$ cat config.mk
export PLATFORM = sky130hd
export DESIGN_NAME = redundant_link_alive_supervisor
export DESIGN_NICKNAME = d
export VERILOG_FILES = /design/src/sv/rlas_pkg.sv /design/src/sv/rlas_front.sv /design/src/sv/rlas_queue.sv /design/src/sv/rlas_back.sv /design/src/sv/redundant_link_alive_supervisor.sv
export SDC_FILE = /design/constraint.sdc
export NUM_CORES = 1
export LEC_CHECK = 0
export ABC_AREA = 1
export CORE_MARGIN = 2
export CORE_UTILIZATION = 40
export DETAILED_ROUTE_END_ITERATION = 10
export DONT_BUFFER_PORTS = 1
export PLACE_DENSITY = 0.52
export SETUP_SLACK_MARGIN = 0.2
export SLEW_MARGIN = 20
export SYNTH_ARGS = -nofsm -noshare
export SYNTH_HDL_FRONTEND = slang
export SYNTH_SLANG_ARGS = --single-unit
$ cat constraint.sdc
create_clock -name clk -period 11.26 [get_ports clk]
set_clock_uncertainty 0.05 [all_clocks]
set_input_delay 1.689 -clock clk [delete_from_list [all_inputs] [get_ports clk]]
set_output_delay 1.689 -clock clk [all_outputs]
set_load 0.03 [all_outputs]
$ cat src/sv/rlas_pkg.sv
// Shared types and constants for the redundant link alive supervisor.
// Has no dependencies. The front, back and top level import it.
package rlas_pkg;

  localparam int NUM_MON = 4;
  localparam int MON_W   = 2;

  // Operation codes.
  localparam logic OP_FRAME = 1'b0;
  localparam logic OP_TICK  = 1'b1;

  // Frame kinds. Any other code is an unrelated identifier.
  localparam logic [1:0] KIND_CONTROL = 2'd0;
  localparam logic [1:0] KIND_SERVICE = 2'd1;

  // Monitor indices: kind in the upper bit, bus in the lower bit.
  localparam logic [MON_W-1:0] MON_CTRL_MAIN   = 2'd0;
  localparam logic [MON_W-1:0] MON_CTRL_BACKUP = 2'd1;

  // Control source codes.
  localparam logic [1:0] SRC_NONE   = 2'd0;
  localparam logic [1:0] SRC_MAIN   = 2'd1;
  localparam logic [1:0] SRC_BACKUP = 2'd2;

  // Alive status codes.
  localparam logic [2:0] ST_NONE  = 3'd0;
  localparam logic [2:0] ST_FIRST = 3'd1;
  localparam logic [2:0] ST_SEQ   = 3'd2;
  localparam logic [2:0] ST_DUP   = 3'd3;
  localparam logic [2:0] ST_GAP   = 3'd4;

  // Configuration register indices.
  localparam int CFG_INDEX_W = 2;
  localparam int CFG_DATA_W  = 16;
  localparam logic [CFG_INDEX_W-1:0] REG_STALE_TIMEOUT = 2'd0;
  localparam logic [CFG_INDEX_W-1:0] REG_CONTROL_LEN   = 2'd1;
  localparam logic [CFG_INDEX_W-1:0] REG_SERVICE_LEN   = 2'd2;

  localparam logic [15:0] RST_STALE_TIMEOUT = 16'd100;
  localparam logic [6:0]  RST_CONTROL_LEN   = 7'd8;
  localparam logic [6:0]  RST_SERVICE_LEN   = 7'd8;

  localparam logic [3:0]  ALIVE_MASK = 4'hF;
  localparam logic [15:0] TALLY_MAX  = 16'hFFFF;

  typedef struct packed {
    logic       operation;
    logic [31:0] now_ms;
    logic [1:0] bus;
    logic [1:0] frame_kind;
    logic       is_fd;
    logic       rate_switched;
    logic       extended_id;
    logic [6:0] frame_length;
    logic       decode_ok;
    logic [3:0] alive_value;
  } item_t;

  typedef struct packed {
    logic        recognized;
    logic        accepted;
    logic        discontinuity;
    logic        service_ready;
    logic [2:0]  alive_status;
    logic [1:0]  active_source;
    logic [15:0] switch_count;
    logic        authority_fresh;
    logic [15:0] dropped_total;
    logic [15:0] discontinuity_total;
  } result_t;

  typedef struct packed {
    logic [15:0] stale_timeout_ms;
    logic [6:0]  control_frame_length;
    logic [6:0]  service_frame_length;
  } cfg_t;

  // Classified item as it travels from front to back.
  typedef struct packed {
    logic             tick;
    logic [31:0]      now_ms;
    logic             recognized;
    logic             observe;
    logic [MON_W-1:0] mon;
    logic             service;
    logic [3:0]       alive;
  } cmd_t;

endpackage

$ cat src/sv/rlas_front.sv
// Front end: accepts items and classifies them into back-end commands.
// Depends on rlas_pkg.
module rlas_front (
  input  rlas_pkg::item_t item,
  input  logic            item_valid,
  input  rlas_pkg::cfg_t  cfg,
  input  logic            queue_full,
  output logic            item_stall,
  output logic            push,
  output rlas_pkg::cmd_t  cmd
);
  import rlas_pkg::*;

  logic       known;
  logic [6:0] need_len;
  logic       frame_ok;

  assign item_stall = queue_full;
  assign push       = item_valid && !queue_full;

  // Known bus and a control or service identifier.
  assign known    = (item.operation == OP_FRAME) && !item.bus[1] && !item.frame_kind[1];
  assign need_len = (item.frame_kind == KIND_SERVICE) ? cfg.service_frame_length
                                                      : cfg.control_frame_length;
  assign frame_ok = item.is_fd && item.rate_switched && !item.extended_id &&
                    (item.frame_length == need_len) && item.decode_ok;

  always_comb begin
    cmd.tick       = (item.operation == OP_TICK);
    cmd.now_ms     = item.now_ms;
    cmd.recognized = known;
    cmd.observe    = known && frame_ok;
    cmd.mon        = {item.frame_kind[0], item.bus[0]};
    cmd.service    = (item.frame_kind == KIND_SERVICE);
    cmd.alive      = item.alive_value & ALIVE_MASK;
  end

endmodule

$ cat src/sv/rlas_queue.sv
// Short first-in first-out queue of classified commands.
// Generic; no package dependency.
module rlas_queue #(
  parameter int WIDTH = 8,
  parameter int DEPTH = 2
) (
  input  logic             clk,
  input  logic             rst,
  input  logic             push,
  input  logic [WIDTH-1:0] push_data,
  input  logic             pop,
  output logic             full,
  output logic             not_empty,
  output logic [WIDTH-1:0] head_data
);
  localparam int PTR_W = $clog2(DEPTH);
  localparam int CNT_W = $clog2(DEPTH + 1);

  logic [WIDTH-1:0] slots [DEPTH];
  logic [PTR_W-1:0] wr_ptr;
  logic [PTR_W-1:0] rd_ptr;
  logic [CNT_W-1:0] count;
  logic [CNT_W-1:0] count_next;

  function automatic logic [PTR_W-1:0] bump(input logic [PTR_W-1:0] p);
    return (p == PTR_W'(DEPTH - 1)) ? '0 : p + 1'b1;
  endfunction

  assign full      = (count == CNT_W'(DEPTH));
  assign not_empty = (count != '0);
  assign head_data = slots[rd_ptr];

  always_comb begin
    count_next = count;
    if (push && !pop) begin
      count_next = count + 1'b1;
    end else if (pop && !push) begin
      count_next = count - 1'b1;
    end
  end

  always_ff @(posedge clk) begin
    if (rst) begin
      wr_ptr <= '0;
      rd_ptr <= '0;
      count  <= '0;
    end else begin
      count <= count_next;
      if (push) begin
        wr_ptr <= bump(wr_ptr);
      end
      if (pop) begin
        rd_ptr <= bump(rd_ptr);
      end
    end
  end

  always_ff @(posedge clk) begin
    if (push) begin
      slots[wr_ptr] <= push_data;
    end
  end

endmodule

$ cat src/sv/rlas_back.sv
// Back end: alive monitors, source selection and the result register.
// Depends on rlas_pkg.
module rlas_back (
  input  logic              clk,
  input  logic              rst,
  input  rlas_pkg::cfg_t    cfg,
  input  rlas_pkg::cmd_t    cmd,
  input  logic              cmd_valid,
  input  logic              result_stall,
  output logic              pop,
  output logic              result_valid,
  output rlas_pkg::result_t result
);
  import rlas_pkg::*;

  logic        started      [NUM_MON];
  logic [3:0]  last_alive   [NUM_MON];
  logic [31:0] last_time    [NUM_MON];
  logic [15:0] progress     [NUM_MON];
  logic [15:0] disc_tally   [NUM_MON];
  logic [15:0] drop_tally   [NUM_MON];

  logic [1:0]  source_select;
  logic [15:0] source_switches;
  logic        recovery_active;
  logic [31:0] recovery_time;
  logic [15:0] recovery_tally;

  logic [1:0]  source_next;
  logic [15:0] switches_next;
  logic        recovery_next;
  logic        recovery_load;

  logic        main_current;
  logic        backup_current;
  logic [31:0] main_age;
  logic [31:0] backup_age;
  logic [31:0] hold_age;
  logic [31:0] timeout_ext;

  logic [3:0]  delta;
  logic        is_first;
  logic        is_dup;
  logic        is_gap;
  logic [2:0]  status;
  logic [3:0]  drop_inc;
  logic        disc_inc;
  logic [15:0] disc_new;
  logic [15:0] drop_new;
  logic        progressed;
  logic [1:0]  report_src;
  logic        fresh_main_post;
  logic        fresh_backup_post;
  result_t     result_next;

  function automatic logic [15:0] sat_add(input logic [15:0] v, input logic [3:0] inc);
    logic [16:0] s;
    s = {1'b0, v} + {13'b0, inc};
    return s[16] ? TALLY_MAX : s[15:0];
  endfunction

  assign pop = cmd_valid && (!result_valid || !result_stall);

  // Freshness of the two control monitors before this command.
  assign timeout_ext    = {16'b0, cfg.stale_timeout_ms};
  assign main_age       = cmd.now_ms - last_time[MON_CTRL_MAIN];
  assign backup_age     = cmd.now_ms - last_time[MON_CTRL_BACKUP];
  assign hold_age       = cmd.now_ms - recovery_time;
  assign main_current   = started[MON_CTRL_MAIN] && (main_age <= timeout_ext);
  assign backup_current = started[MON_CTRL_BACKUP] && (backup_age <= timeout_ext);

  // Alive classification of the addressed monitor.
  always_comb begin
    delta    = cmd.alive - last_alive[cmd.mon];
    is_first = !started[cmd.mon];
    is_dup   = !is_first && (delta == 4'd0);
    is_gap   = !is_first && (delta != 4'd0) && (delta != 4'd1);
    if (is_first) begin
      status = ST_FIRST;
    end else if (is_dup) begin
      status = ST_DUP;
    end else if (is_gap) begin
      status = ST_GAP;
    end else begin
      status = ST_SEQ;
    end
    disc_inc   = is_dup || is_gap;
    drop_inc   = is_dup ? 4'd1 : (is_gap ? delta - 4'd1 : 4'd0);
    disc_new   = sat_add(disc_tally[cmd.mon], {3'b0, disc_inc});
    drop_new   = sat_add(drop_tally[cmd.mon], drop_inc);
    progressed = cmd.observe && !is_dup;
  end

  // Source re-evaluation for a tick.
  always_comb begin
    source_next   = source_select;
    recovery_next = recovery_active;
    recovery_load = 1'b0;
    case (source_select)
      SRC_NONE: begin
        if (main_current) begin
          source_next = SRC_MAIN;
        end else if (backup_current) begin
          source_next = SRC_BACKUP;
        end
        recovery_next = 1'b0;
      end
      SRC_MAIN: begin
        if (!main_current) begin
          source_next = backup_current ? SRC_BACKUP : SRC_NONE;
        end
        recovery_next = 1'b0;
      end
      SRC_BACKUP: begin
        if (!main_current) begin
          recovery_next = 1'b0;
          if (!backup_current) begin
            source_next = SRC_NONE;
          end
        end else if (!recovery_active) begin
          // A freshly opened hold can never complete in the same tick.
          recovery_next = 1'b1;
          recovery_load = 1'b1;
        end else if ((hold_age >= timeout_ext) &&
                     (progress[MON_CTRL_MAIN] != recovery_tally)) begin
          source_next   = SRC_MAIN;
          recovery_next = 1'b0;
        end
      end
      default: begin
        source_next = source_select;
      end
    endcase
    switches_next = (source_next != source_select) ? source_switches + 1'b1
                                                  : source_switches;
  end

  // Result as seen after the command is applied.
  always_comb begin
    report_src        = cmd.tick ? source_next : source_select;
    fresh_main_post   = main_current || (progressed && (cmd.mon == MON_CTRL_MAIN));
    fresh_backup_post = backup_current || (progressed && (cmd.mon == MON_CTRL_BACKUP));

    result_next.recognized        = cmd.recognized;
    result_next.accepted          = progressed;
    result_next.discontinuity     = cmd.observe && disc_inc;
    result_next.service_ready     = progressed && cmd.service;
    result_next.alive_status      = cmd.observe ? status : ST_NONE;
    result_next.active_source     = report_src;
    result_next.switch_count      = cmd.tick ? switches_next : source_switches;
    if (report_src == SRC_MAIN) begin
      result_next.authority_fresh = fresh_main_post;
    end else if (report_src == SRC_BACKUP) begin
      result_next.authority_fresh = fresh_backup_post;
    end else begin
      result_next.authority_fresh = 1'b0;
    end
    result_next.dropped_total       = cmd.observe ? drop_new : 16'd0;
    result_next.discontinuity_total = cmd.observe ? disc_new : 16'd0;
  end

  always_ff @(posedge clk) begin
    if (rst) begin
      for (int i = 0; i < NUM_MON; i++) begin
        started[i]    <= 1'b0;
        last_alive[i] <= 4'd0;
        last_time[i]  <= 32'd0;
        progress[i]   <= 16'd0;
        disc_tally[i] <= 16'd0;
        drop_tally[i] <= 16'd0;
      end
      source_select   <= SRC_NONE;
      source_switches <= 16'd0;
      recovery_active <= 1'b0;
      recovery_time   <= 32'd0;
      recovery_tally  <= 16'd0;
      result_valid    <= 1'b0;
    end else begin
      if (pop) begin
        result_valid <= 1'b1;
      end else if (!result_stall) begin
        result_valid <= 1'b0;
      end
      if (pop && cmd.observe) begin
        disc_tally[cmd.mon] <= disc_new;
        drop_tally[cmd.mon] <= drop_new;
        if (is_first) begin
          started[cmd.mon]    <= 1'b1;
          last_alive[cmd.mon] <= cmd.alive;
          last_time[cmd.mon]  <= cmd.now_ms;
          progress[cmd.mon]   <= 16'd1;
        end else if (!is_dup) begin
          last_alive[cmd.mon] <= cmd.alive;
          last_time[cmd.mon]  <= cmd.now_ms;
          progress[cmd.mon]   <= progress[cmd.mon] + 1'b1;
        end
      end
      if (pop && cmd.tick) begin
        source_select   <= source_next;
        source_switches <= switches_next;
        recovery_active <= recovery_next;
        if (recovery_load) begin
          recovery_time  <= cmd.now_ms;
          recovery_tally <= progress[MON_CTRL_MAIN];
        end
      end
    end
  end

  always_ff @(posedge clk) begin
    if (pop) begin
      result <= result_next;
    end
  end

endmodule

$ cat src/sv/redundant_link_alive_supervisor.sv
// Top level of the redundant link alive supervisor: configuration registers,
// front end, command queue and back end. Depends on rlas_pkg and all rlas_ modules.
//
// Supervises control and service-request traffic on a main and a backup bus.
// Each item is either a received frame or a re-evaluation tick; every item
// yields exactly one result transfer. Frames are checked (FD, bit rate switch,
// standard identifier, exact length, decode success) in the front end, then a
// short queue hands them to the back end, which keeps four alive-counter
// monitors (control and service, per bus), classifies each valid frame as
// first, in sequence, duplicate or gap and keeps saturating tallies. Ticks pick
// the control authority from monitor freshness and return to main only after a
// recovery hold in which main made progress. The block sustains one item per
// clock while the result side does not stall: the back end does one
// read-modify-write of a single monitor entry, or one source decision, per cycle.
// An item transferred in waits at the head of the queue and then loads the
// result register, which holds the result until its transfer is taken.
// Input stall rises only when the queue is full, which requires the result
// side to have stalled. Write configuration only while no item is in flight.
module redundant_link_alive_supervisor #(
  parameter int QUEUE_DEPTH = 2
) (
  input  logic                                  clk,
  input  logic                                  rst,
  input  logic                                  item_valid,
  output logic                                  item_stall,
  input  rlas_pkg::item_t                       item,
  output logic                                  result_valid,
  input  logic                                  result_stall,
  output rlas_pkg::result_t                     result,
  input  logic                                  cfg_write,
  input  logic [rlas_pkg::CFG_INDEX_W-1:0]      cfg_index,
  input  logic [rlas_pkg::CFG_DATA_W-1:0]       cfg_data
);
  import rlas_pkg::*;

  cfg_t cfg;
  cmd_t front_cmd;
  cmd_t head_cmd;
  logic push;
  logic pop;
  logic queue_full;
  logic queue_not_empty;

  // Configuration registers; writes to an unused index are dropped.
  always_ff @(posedge clk) begin
    if (rst) begin
      cfg.stale_timeout_ms     <= RST_STALE_TIMEOUT;
      cfg.control_frame_length <= RST_CONTROL_LEN;
      cfg.service_frame_length <= RST_SERVICE_LEN;
    end else if (cfg_write) begin
      unique case (cfg_index)
        REG_STALE_TIMEOUT: cfg.stale_timeout_ms     <= cfg_data;
        REG_CONTROL_LEN:   cfg.control_frame_length <= cfg_data[6:0];
        REG_SERVICE_LEN:   cfg.service_frame_length <= cfg_data[6:0];
        default: begin
        end
      endcase
    end
  end

  // Classify the incoming transfer.
  rlas_front u_front (
    .item       (item),
    .item_valid (item_valid),
    .cfg        (cfg),
    .queue_full (queue_full),
    .item_stall (item_stall),
    .push       (push),
    .cmd        (front_cmd)
  );

  // Decouple the two sides so each can stall on its own.
  rlas_queue #(
    .WIDTH ($bits(cmd_t)),
    .DEPTH (QUEUE_DEPTH)
  ) u_queue (
    .clk       (clk),
    .rst       (rst),
    .push      (push),
    .push_data (front_cmd),
    .pop       (pop),
    .full      (queue_full),
    .not_empty (queue_not_empty),
    .head_data (head_cmd)
  );

  // Apply commands to the monitors and the source selector.
  rlas_back u_back (
    .clk          (clk),
    .rst          (rst),
    .cfg          (cfg),
    .cmd          (head_cmd),
    .cmd_valid    (queue_not_empty),
    .result_stall (result_stall),
    .pop          (pop),
    .result_valid (result_valid),
    .result       (result)
  );

  // The queue fills only behind a result that is held back.
  a_stall_needs_backpressure: assert property (@(posedge clk) disable iff (rst)
    item_stall |-> (result_valid && $past(result_stall)))
    else $error("input stalled without result backpressure");

  // A service request is only offered once accepted.
  a_service_implies_accept: assert property (@(posedge clk) disable iff (rst)
    (result_valid && result.service_ready) |-> (result.accepted && result.recognized))
    else $error("service offered for a frame that was not accepted");

  // A discontinuity flag always matches a duplicate or gap status.
  a_disc_matches_status: assert property (@(posedge clk) disable iff (rst)
    (result_valid && result.discontinuity) |->
      (result.alive_status == ST_DUP || result.alive_status == ST_GAP))
    else $error("discontinuity without duplicate or gap status");

  // A duplicate is never accepted.
  a_dup_not_accepted: assert property (@(posedge clk) disable iff (rst)
    (result_valid && result.alive_status == ST_DUP) |-> !result.accepted)
    else $error("duplicate frame reported as accepted");

endmodule
==> results of run 1 <==
==> cell usage after synthesis, drive strengths merged (3+ instances only) <==
| master | count |
|---|---|
| and2 | 6 |
| o211ai | 6 |
| clkinv | 4 |
| edfxtp | 418 |
| nand4 | 52 |
| o31ai | 3 |
| a22o | 8 |
| xor2 | 69 |
| o221ai | 5 |
| o22ai | 24 |
| ha | 158 |
| a21boi | 3 |
| o21a | 6 |
| a21oi | 221 |
| a31oi | 18 |
| buf | 45 |
| fa | 5 |
| nor3 | 47 |
| nor2 | 533 |
| a22oi | 16 |
| and3 | 3 |
| o21ai | 178 |
| nor4 | 12 |
| or2 | 57 |
| xnor2 | 21 |
| nand3 | 157 |
| clkbuf | 56 |
| mux2i | 5 |
| nand2 | 1033 |
| dfxtp | 103 |
| inv | 668 |
| nand3b | 16 |
| o21bai | 14 |
| a221oi | 3 |
==> worst max-delay path by stage <==
stage / cells past startpoint / to / start
4_1_cts: 29 / u_back.drop_tally[0][14] / flip-flop
6_report: 29 / u_back.drop_tally[0][14] / flip-flop
3_5_place_dp: 29 / u_back.drop_tally[0][14] / flip-flop
2_1_floorplan: 34 / u_back.drop_tally[0][14] / flip-flop
5_1_grt: 29 / u_back.drop_tally[3][14] / flip-flop
3_3_place_gp: 32 / u_back.drop_tally[1][13] / flip-flop
==> through the flow <==
step,setup slack [ns],instance area (µm²)
final,3.472,34820
after global routing,2.830,34820
after CTS,3.426,34810
after detailed placement,3.400,32730
after global placement,3.537,32730
after floorplan,5.556,31670
==> kinds of logic (layout without fill, tap and decap cells) <==
family                   Yosys count  after routing
AO/OA/AOI/OAI                    517            517
other                              0              3
flip-flops                       521            521
XOR/XNOR                          90             90
AND/OR/NAND/NOR                 1918           1918
multiplexers                       5              5
adder cells (fa/ha/maj)          163            163
buffers and inverters            773            816
==> critical path, delay by kind of cell (launching register included) <==
kind	cells	cell delay, ns
AO/OA/AOI/OAI	4	1.52
XOR/XNOR	2	0.41
adder cells (fa/ha/maj)	2	0.78
buffers and inverters	6	1.35
flip-flops	1	0.37
AND/OR/NAND/NOR	15	3.00
==> area by class of cell <==
| class | count | share of cell area |
|---|---|---|
| Antenna cell | 3 | 0.0002156 |
| Clock buffer | 77 | 0.04696 |
| Clock inverter | 36 | 0.01279 |
| Inverter | 672 | 0.07265 |
| Multi-Input combinational cell | 2693 | 0.4033 |
| Sequential cell | 521 | 0.4197 |
| Tap cell | 1050 | 0.03773 |
| Timing Repair Buffer | 31 | 0.006683 |
==> routing by layer <==
layer	global-route usage	routed length, µm	part of all wire	vias to the layer above
met3	0.03104	4388	0.046	107
met2	0.4124	46800	0.49	497
met4	0.05223	1821	0.019	4
met1	0.2962	41610	0.44	11870
met5	0	34	0.00036	-
li1	-	-	-	12910
==> state kept, by name, summed over array words and instances, names as in the netlist, 16 cells and up, named ones only <==
register,cells
cfg,30
u_back.disc_tally,64
u_back.drop_tally,64
u_back.last_alive,16
u_back.last_time,64
u_back.progress,64
u_back.recovery_tally,16
u_back.recovery_time,32
u_back.result,58
u_back.source_switches,16
u_queue.slots,84
==> power groups by stage <==
stage                     combinational [µW]  clock, µW  sequential (µW)
final                                   4610       2060             2910
after global routing                    5220       2170             2940
after floorplan                         3390          0             2870
after detailed placement                4600          0             2950
after CTS                               4620       2100             2910
after global placement                  4570          0             2950
==> reports/summary.txt, run 1 <==
CELLS AND AREA
------------------------------------------------------------------------------------------------------
Nets ....................................................................................         4217
Post-layout utilization of the core .....................................................       0.4423
Commonest non-fill, non-tap cell in the layout ..........................................      nand2_1
Share of cells above drive strength 1 ...................................................      0.06799
Filler instances ........................................................................         7935
Layout Area Growth over Synthesis .......................................................       9.947%
Most frequent cells in the layout ....................................................... 1019 x nand2_1, 651 x inv_1, 522 x nor2_1
Sequential standard cell area ...........................................................    14620 µm²
Area occupied by multi-input gates ......................................................    14040 µm²
Number of standard cells in the final layout excluding fillers ..........................         5083

STA
------------------------------------------------------------------------------------------------------
Achievable Freq .........................................................................    128.4 MHz
Number of endpoints failing setup at the final stage ....................................            0
Slew of the pin with the lowest slew margin .............................................    0.9921 ns
Final min period ........................................................................     7.788 ns
RSZ-0062 raised after global routing ....................................................           no
Share of the cycle needed by the critical path after routing ............................       0.6916
Headroom to the max-slew limit ..........................................................       0.3370
Summed negative setup slack over all endpoints ..........................................         0 ns
Max Transition Viols Final ..............................................................            0
Number of hold-slack violations in the final timing report ..............................            0
Final-layout worst hold slack ...........................................................    0.4061 ns

GRT
------------------------------------------------------------------------------------------------------
Vias in the first global route ..........................................................       24.89k
Overflow left after global routing ......................................................            0
GRT Resource Usage Total ................................................................       0.2310
Number of antenna violations at the first check in global routing .......................            7
Pin count of the biggest net entering global routing ....................................           93
Global-route wire length before repair ..................................................     146.1 mm

FLOORPLAN
------------------------------------------------------------------------------------------------------
Initial core utilization ................................................................       0.4023
# rows ..................................................................................          103
Die Y ...................................................................................     285.4 µm
Die extent in x .........................................................................     285.4 µm
Number of top-level pins ................................................................          135
Overall die area ........................................................................    81450 µm²
Floorplan Core Area .....................................................................    78740 µm²

PWR
------------------------------------------------------------------------------------------------------
Proportion of power drawn by flip-flops and latches .....................................        0.304
Power share of the combinational group ..................................................        0.481
Net Sw Power ............................................................................      4420 µW
Static power due to leakage .............................................................   0.01558 µW
Internal power summed over all cells ....................................................      5150 µW
Switching Share .........................................................................       0.4618
Power share of the clock group ..........................................................        0.215
Worst vdd rail ir drop ..................................................................  0.0001631 V
Power Total .............................................................................      9570 µW
Power density over the cells ............................................................ 274.8 nW/µm²

LOGIC SYNTHESIS
------------------------------------------------------------------------------------------------------
Warnings from Yosys .....................................................................            0
Mean cell area of the mapped netlist ....................................................    7.944 µm²
Post-synthesis share of cell area spent on xor and xnor gates ...........................      0.02512
Area of the mapped netlist ..............................................................    31670 µm²
Seq cells post-synth ....................................................................          521
Share of async-settable or async-resettable flops after synthesis .......................            0
Top-area cell type share of the netlist area ............................................       0.3963
Share of synthesized area occupied by flip-flops and latches ............................       0.4614
Compound-gate portion of the synthesized area ...........................................      0.09567
Largest family of logic cells by synthesized area ....................................... simple AND/OR/NAND/NOR gates
Instance count of the mapped netlist ....................................................         3987
Number of synthesized flops with an enable pin ..........................................          418
Synth area leaders ...................................................................... edfxtp_1 40%, nand2_1 12%, inv_1 7.7%, dfxtp_1 6.5%, ha_1 6.2%
Distinct cell type count after synthesis ................................................           77
Adder-cell area share of the yosys netlist ..............................................      0.06557
Post-synthesis cell type with the largest combined area .................................     edfxtp_1
Prevailing post-synth register cell .....................................................     edfxtp_1
Total nets after synthesis ..............................................................         4225
Fraction of the mapped netlist area in simple logic gates ...............................       0.2535
Fraction of synthesized area in multiplexers ............................................     0.001699

MIN PATH
------------------------------------------------------------------------------------------------------
End point of the most critical hold path ................................................ u_back.recovery_time[30]
Classification of the worst-slack hold path .............................................   reg -> reg
Hold-critical path depth ................................................................            2
Hold Startpoint ......................................................................... u_back.recovery_time[30]

SETUP PATH
------------------------------------------------------------------------------------------------------
Worst endpoint required time ............................................................     11.60 ns
Arrival time at the worst endpoint ......................................................      8.13 ns
Critical Path Fanout Max ................................................................           57
Largest stage delay on the critical path ................................................      0.60 ns
Crit Path Class .........................................................................   reg -> reg
Cell occurring most often along the worst timing path ...................................      nand2_1
Reg2reg end ............................................................................. u_back.drop_tally[0][14]
Cell with the biggest individual delay on the critical path .............................      nand2_4
Crit start category .....................................................................    flip-flop
Count of cells along the worst register-to-register path ................................           29
Register-to-register setup slack ........................................................      3.47 ns
CP Capture Type .........................................................................    flip-flop

FLOW RUN
------------------------------------------------------------------------------------------------------
Number of maximum-capacitance violations ................................................            0

ROUTING
------------------------------------------------------------------------------------------------------
Detail-routed via count per cell ........................................................        4.994
Final WL ................................................................................     94.66 mm
Number of optimization iterations in the first detailed-route pass ......................            6
Number of remaining DRC errors ..........................................................            0
Post-detailed-route count of antenna-violating nets .....................................            0
DRC violation total after the first TritonRoute iteration ...............................         1606
Overall via count from detail_route .....................................................       25.39k
Post-detailed-route wirelength per cell .................................................     18.62 µm

CLOCK TREE
------------------------------------------------------------------------------------------------------
Clock root buffer .......................................................................    clkbuf_16
Clock transition at the register clock pins on the worst setup and hold paths after CTS .      0.06 ns
Clock Latency Late Sink .................................................................      0.66 ns
Setup Buffers After CTS .................................................................            0
Clock tree from TritonCTS ...............................................................        built
PostCTS Resize Cnt ......................................................................            0
CTS Hold Buffers Added ..................................................................            0
Total number of H-tree levels ...........................................................            2
Number of sinks driven by the clock tree ................................................          521
Maximum root-to-sink buffer count .......................................................            3
Number of buffers created by CTS ........................................................           60

PLACEMENT
------------------------------------------------------------------------------------------------------
Port bufs ...............................................................................            0
Placed Cells ............................................................................         4967
Detailed-placement wirelength estimate ..................................................     68.40 mm
Global placer's final weighted congestion ...............................................       0.8966

STATUS
------------------------------------------------------------------------------------------------------
Run status .............................................................................. complete, no violations

No activity file was read; power rests on OpenSTA's default activity.
==> run 2, diff against run 1 <==
ABC_AREA = 0   (was 1)
PLACE_DENSITY = 0.54   (was 0.52)
clock period = 7 ns   (was 11.26 ns; I/O delays follow)
==> reports/summary.txt, run 2 <==
LOGIC SYNTHESIS
------------------------------------------------------------------------------------------------------
Post-synthesis cell type with the largest combined area .................................     edfxtp_1
Synth area leaders ...................................................................... edfxtp_1 42%, dfxtp_1 7.0%, nor2_1 6.7%, ha_1 6.7%, mux4_2 4.0%
Number of synthesized flops with an enable pin ..........................................          418   unchanged
Area of the mapped netlist ..............................................................    29540 µm²   -6.7%
Total nets after synthesis ..............................................................         3122   -26%
Instance count of the mapped netlist ....................................................         2884   -28%
Seq cells post-synth ....................................................................          521   unchanged
Warnings from Yosys .....................................................................            0   unchanged
Share of synthesized area occupied by flip-flops and latches ............................       0.4947   +0.03332
Synth top cells by count ................................................................ 528 x nor2_1, 418 x edfxtp_1, 211 x inv_1
Distinct cell type count after synthesis ................................................           91   +18%
Share of async-settable or async-resettable flops after synthesis .......................            0   unchanged
Mean cell area of the mapped netlist ....................................................    10.24 µm²   +29%
Prevailing post-synth register cell .....................................................     edfxtp_1
Top-area cell type share of the netlist area ............................................       0.4249   +0.02862
Most frequent cell after synthesis ......................................................       nor2_1

STA
------------------------------------------------------------------------------------------------------
Number of endpoints failing setup at the final stage ....................................            0   unchanged
Slew of the pin with the lowest slew margin .............................................    0.8958 ns   -0.09634 ns
Summed negative setup slack over all endpoints ..........................................         0 ns   unchanged
Share of the cycle needed by the critical path after routing ............................       0.9230   +0.2313
Number of hold-slack violations in the final timing report ..............................            0   unchanged
Achievable Freq .........................................................................    154.8 MHz   +21%
Headroom to the max-slew limit ..........................................................       0.4028   +0.06583
Final min period ........................................................................     6.461 ns   -1.327 ns
Max Transition Viols Final ..............................................................            0   unchanged
RSZ-0062 raised after global routing ....................................................           no

PLACEMENT
------------------------------------------------------------------------------------------------------
Detailed-placement wirelength estimate ..................................................     61.08 mm   -11%
Global placer's final weighted congestion ...............................................       0.9143   +2.0%
Placement-stage cell area ...............................................................    30860 µm²   -5.7%
Port bufs ...............................................................................            0   unchanged

CELLS AND AREA
------------------------------------------------------------------------------------------------------
Post-route cell area ....................................................................    33090 µm²   -5.0%
Filler instances ........................................................................         6887   -13%
# diodes ................................................................................            0   -3
Commonest non-fill, non-tap cell in the layout ..........................................       nor2_1
Area occupied by multi-input gates ......................................................    13880 µm²   -1.1%
Number of flip-flops under the largest register name ....................................           84   unchanged
Nets ....................................................................................         3137   -26%
Layout Area Growth over Synthesis .......................................................       12.02%
Register ranked first by flip-flop count ................................................ u_queue.slots
Sequential standard cell area ...........................................................    14620 µm²   about the same
Share of cells above drive strength 1 ...................................................       0.1041   +0.03611
Most frequent cells in the layout ....................................................... 527 x nor2_1, 418 x edfxtp_1, 208 x inv_1

CLOCK TREE
------------------------------------------------------------------------------------------------------
Maximum root-to-sink buffer count .......................................................            3   unchanged
Clock Latency Late Sink .................................................................      0.66 ns   about the same
Number of buffers created by CTS ........................................................           58   -3.3%
Clock root buffer .......................................................................    clkbuf_16
Number of sinks driven by the clock tree ................................................          521   unchanged
Clock transition at the register clock pins on the worst setup and hold paths after CTS .      0.06 ns   about the same
Total number of H-tree levels ...........................................................            2   unchanged
Clock tree from TritonCTS ...............................................................        built

PWR
------------------------------------------------------------------------------------------------------
Power density over the cells ............................................................ 402.0 nW/µm²   +46%
Static power due to leakage .............................................................   0.01266 µW   -19%
Worst vdd rail ir drop ..................................................................  0.0003211 V   +97%

GRT
------------------------------------------------------------------------------------------------------
GRT Resource Usage Total ................................................................       0.2249   -0.006150
Global-route wire length before repair ..................................................     131.1 mm   -10%
Overflow left after global routing ......................................................            0   unchanged
Vias in the first global route ..........................................................       22.07k   -11%
Pin count of the biggest net entering global routing ....................................          126   +35%
Number of antenna violations at the first check in global routing .......................            2   -5

SETUP PATH
------------------------------------------------------------------------------------------------------
Reg2reg end ............................................................................. u_back.result[34]
Arrival time at the worst endpoint ......................................................      6.79 ns   -1.34 ns
Critical Path Fanout Max ................................................................            8   -86%
Crit start category .....................................................................    flip-flop
Termination of the worst setup path ..................................................... u_back.result[34]
Crit Path Class .........................................................................   reg -> reg
Register-to-register setup slack ........................................................      0.54 ns   -2.93 ns
Worst endpoint required time ............................................................      7.33 ns   -4.27 ns
Count of cells along the worst register-to-register path ................................           22   -24%
CP Capture Type .........................................................................    flip-flop

ROUTING
------------------------------------------------------------------------------------------------------
Final WL ................................................................................     85.75 mm   -9.4%
Number of remaining DRC errors ..........................................................            1   +1
Number of optimization iterations in the first detailed-route pass ......................            8   +2
Post-detailed-route count of antenna-violating nets .....................................            0   unchanged
Post-detailed-route wirelength per cell .................................................     21.94 µm   +18%
Overall via count from detail_route .....................................................       21.77k   -14%
DRC violation total after the first TritonRoute iteration ...............................         1686   +5.0%
Detail-routed via count per cell ........................................................        5.571   +12%

FLOORPLAN
------------------------------------------------------------------------------------------------------
Floorplan Core Area .....................................................................    73080 µm²   -7.2%
Overall die area ........................................................................    76040 µm²   -6.6%
Initial core utilization ................................................................       0.4042   +0.001958
Die extent in x .........................................................................     275.8 µm   -3.4%
# rows ..................................................................................           99   -3.9%
Number of top-level pins ................................................................          135   unchanged
Die Y ...................................................................................     275.8 µm   -3.4%

FLOW RUN
------------------------------------------------------------------------------------------------------
Number of maximum-capacitance violations ................................................            0   unchanged

STATUS
------------------------------------------------------------------------------------------------------
Violated checks ......................................................................... design-rule violations
Run status .............................................................................. complete, but fails checks

MIN PATH
------------------------------------------------------------------------------------------------------
Classification of the worst-slack hold path .............................................   reg -> reg

## run 2: report_power, final
| group | internal, µW | total (µW) | switching [µW] |
|---|---|---|---|
| Combinational | 2170 | 5930 | 3760 |
| Sequential | 3860 | 4290 | 434 |
| Clock | 1790 | 3080 | 1300 |
## run 2: cell families (layout without fill, tap and decap cells)
group / count (synthesis) / after routing / share of synthesized area
AO/OA/AOI/OAI: 480 / 480 / 0.1045
flip-flops: 521 / 521 / 0.4947
buffers and inverters: 336 / 401 / 0.04405
adder cells (fa/ha/maj): 163 / 163 / 0.07031
AND/OR/NAND/NOR: 1090 / 1090 / 0.1700
multiplexers: 154 / 154 / 0.07497
XOR/XNOR: 140 / 140 / 0.04151
## run 2: critical path, stage by stage (launching register included)
cell and delay [ns]:
dfxtp_4 0.42, buf_4 0.14, mux2i_2 0.28, buf_4 0.21, inv_1 0.09, ha_1 0.27, nor2b_1 0.17, o31a_1 0.37
nor2b_1 0.13, xnor2_1 0.42, ha_1 0.35, a21o_1 0.19, a211oi_1 0.25, o211ai_1 0.30, a211o_1 0.40, nor4b_1 0.31
o311ai_0 0.25, nor4bb_1 0.32, buf_4 0.18, a41oi_2 0.26, o31ai_4 0.32, or2_1 0.19, mux2_1 0.32
## run 2: worst min-delay path by stage
stage,startpoint,to,slack [ns],depth (start not counted)
after floorplan,cfg[3],cfg[3],0.38,1
after global placement,cfg[3],cfg[3],0.39,1
after detailed placement,cfg[17],cfg[17],0.40,2
after CTS,rst,u_back.recovery_tally[11],0.39,1
after global routing,item[50],u_queue.slots[1][40],0.41,0
final,cfg[15],cfg[15],0.41,2
## run 2: metal layers
metal,up-vias,track usage,part of all wire
met3,125,0.02784,0.040
met5,-,0,0.00022
met4,2,0.06098,0.024
met2,494,0.3833,0.48
met1,10770,0.3020,0.45
li1,10390,-,-
## run 2: cell type report
class | instances | area share
Timing Repair Buffer | 80 | 0.01962
Clock inverter | 28 | 0.01070
Inverter | 211 | 0.02397
Multi-Input combinational cell | 2027 | 0.4196
Clock buffer | 82 | 0.04813
Tap cell | 959 | 0.03626
Sequential cell | 521 | 0.4417
## run 2: metrics by stage
| step | std cells | worst slack [ns] | hold slack [ns] | total power [µW] | util |
|---|---|---|---|---|---|
| final | 3908 | 0.5393 | 0.4096 | 13300 | 0.4528 |
| after global routing | 3908 | 0.1713 | 0.4121 | 14150 | 0.4528 |
| after CTS | 3895 | 0.2287 | 0.3880 | 13270 | 0.4495 |
| after detailed placement | 3784 | 0.03847 | 0.4048 | 10130 | 0.4223 |
| after global placement | 3784 | 0.1615 | 0.3932 | 10110 | 0.4222 |
| after floorplan | 2884 | 0.2270 | 0.3847 | 8369 | - |
## run 2: what timing repair did
item / 4_1_cts / 5_1_grt
resized for setup: 7 / 33
pin swaps: 1 / 8
setup buffers: 1 / 13
hold buffers: 0 / 0
setup endpoints to repair: 18 / 98
endpoints found under the hold margin: 0 / 0
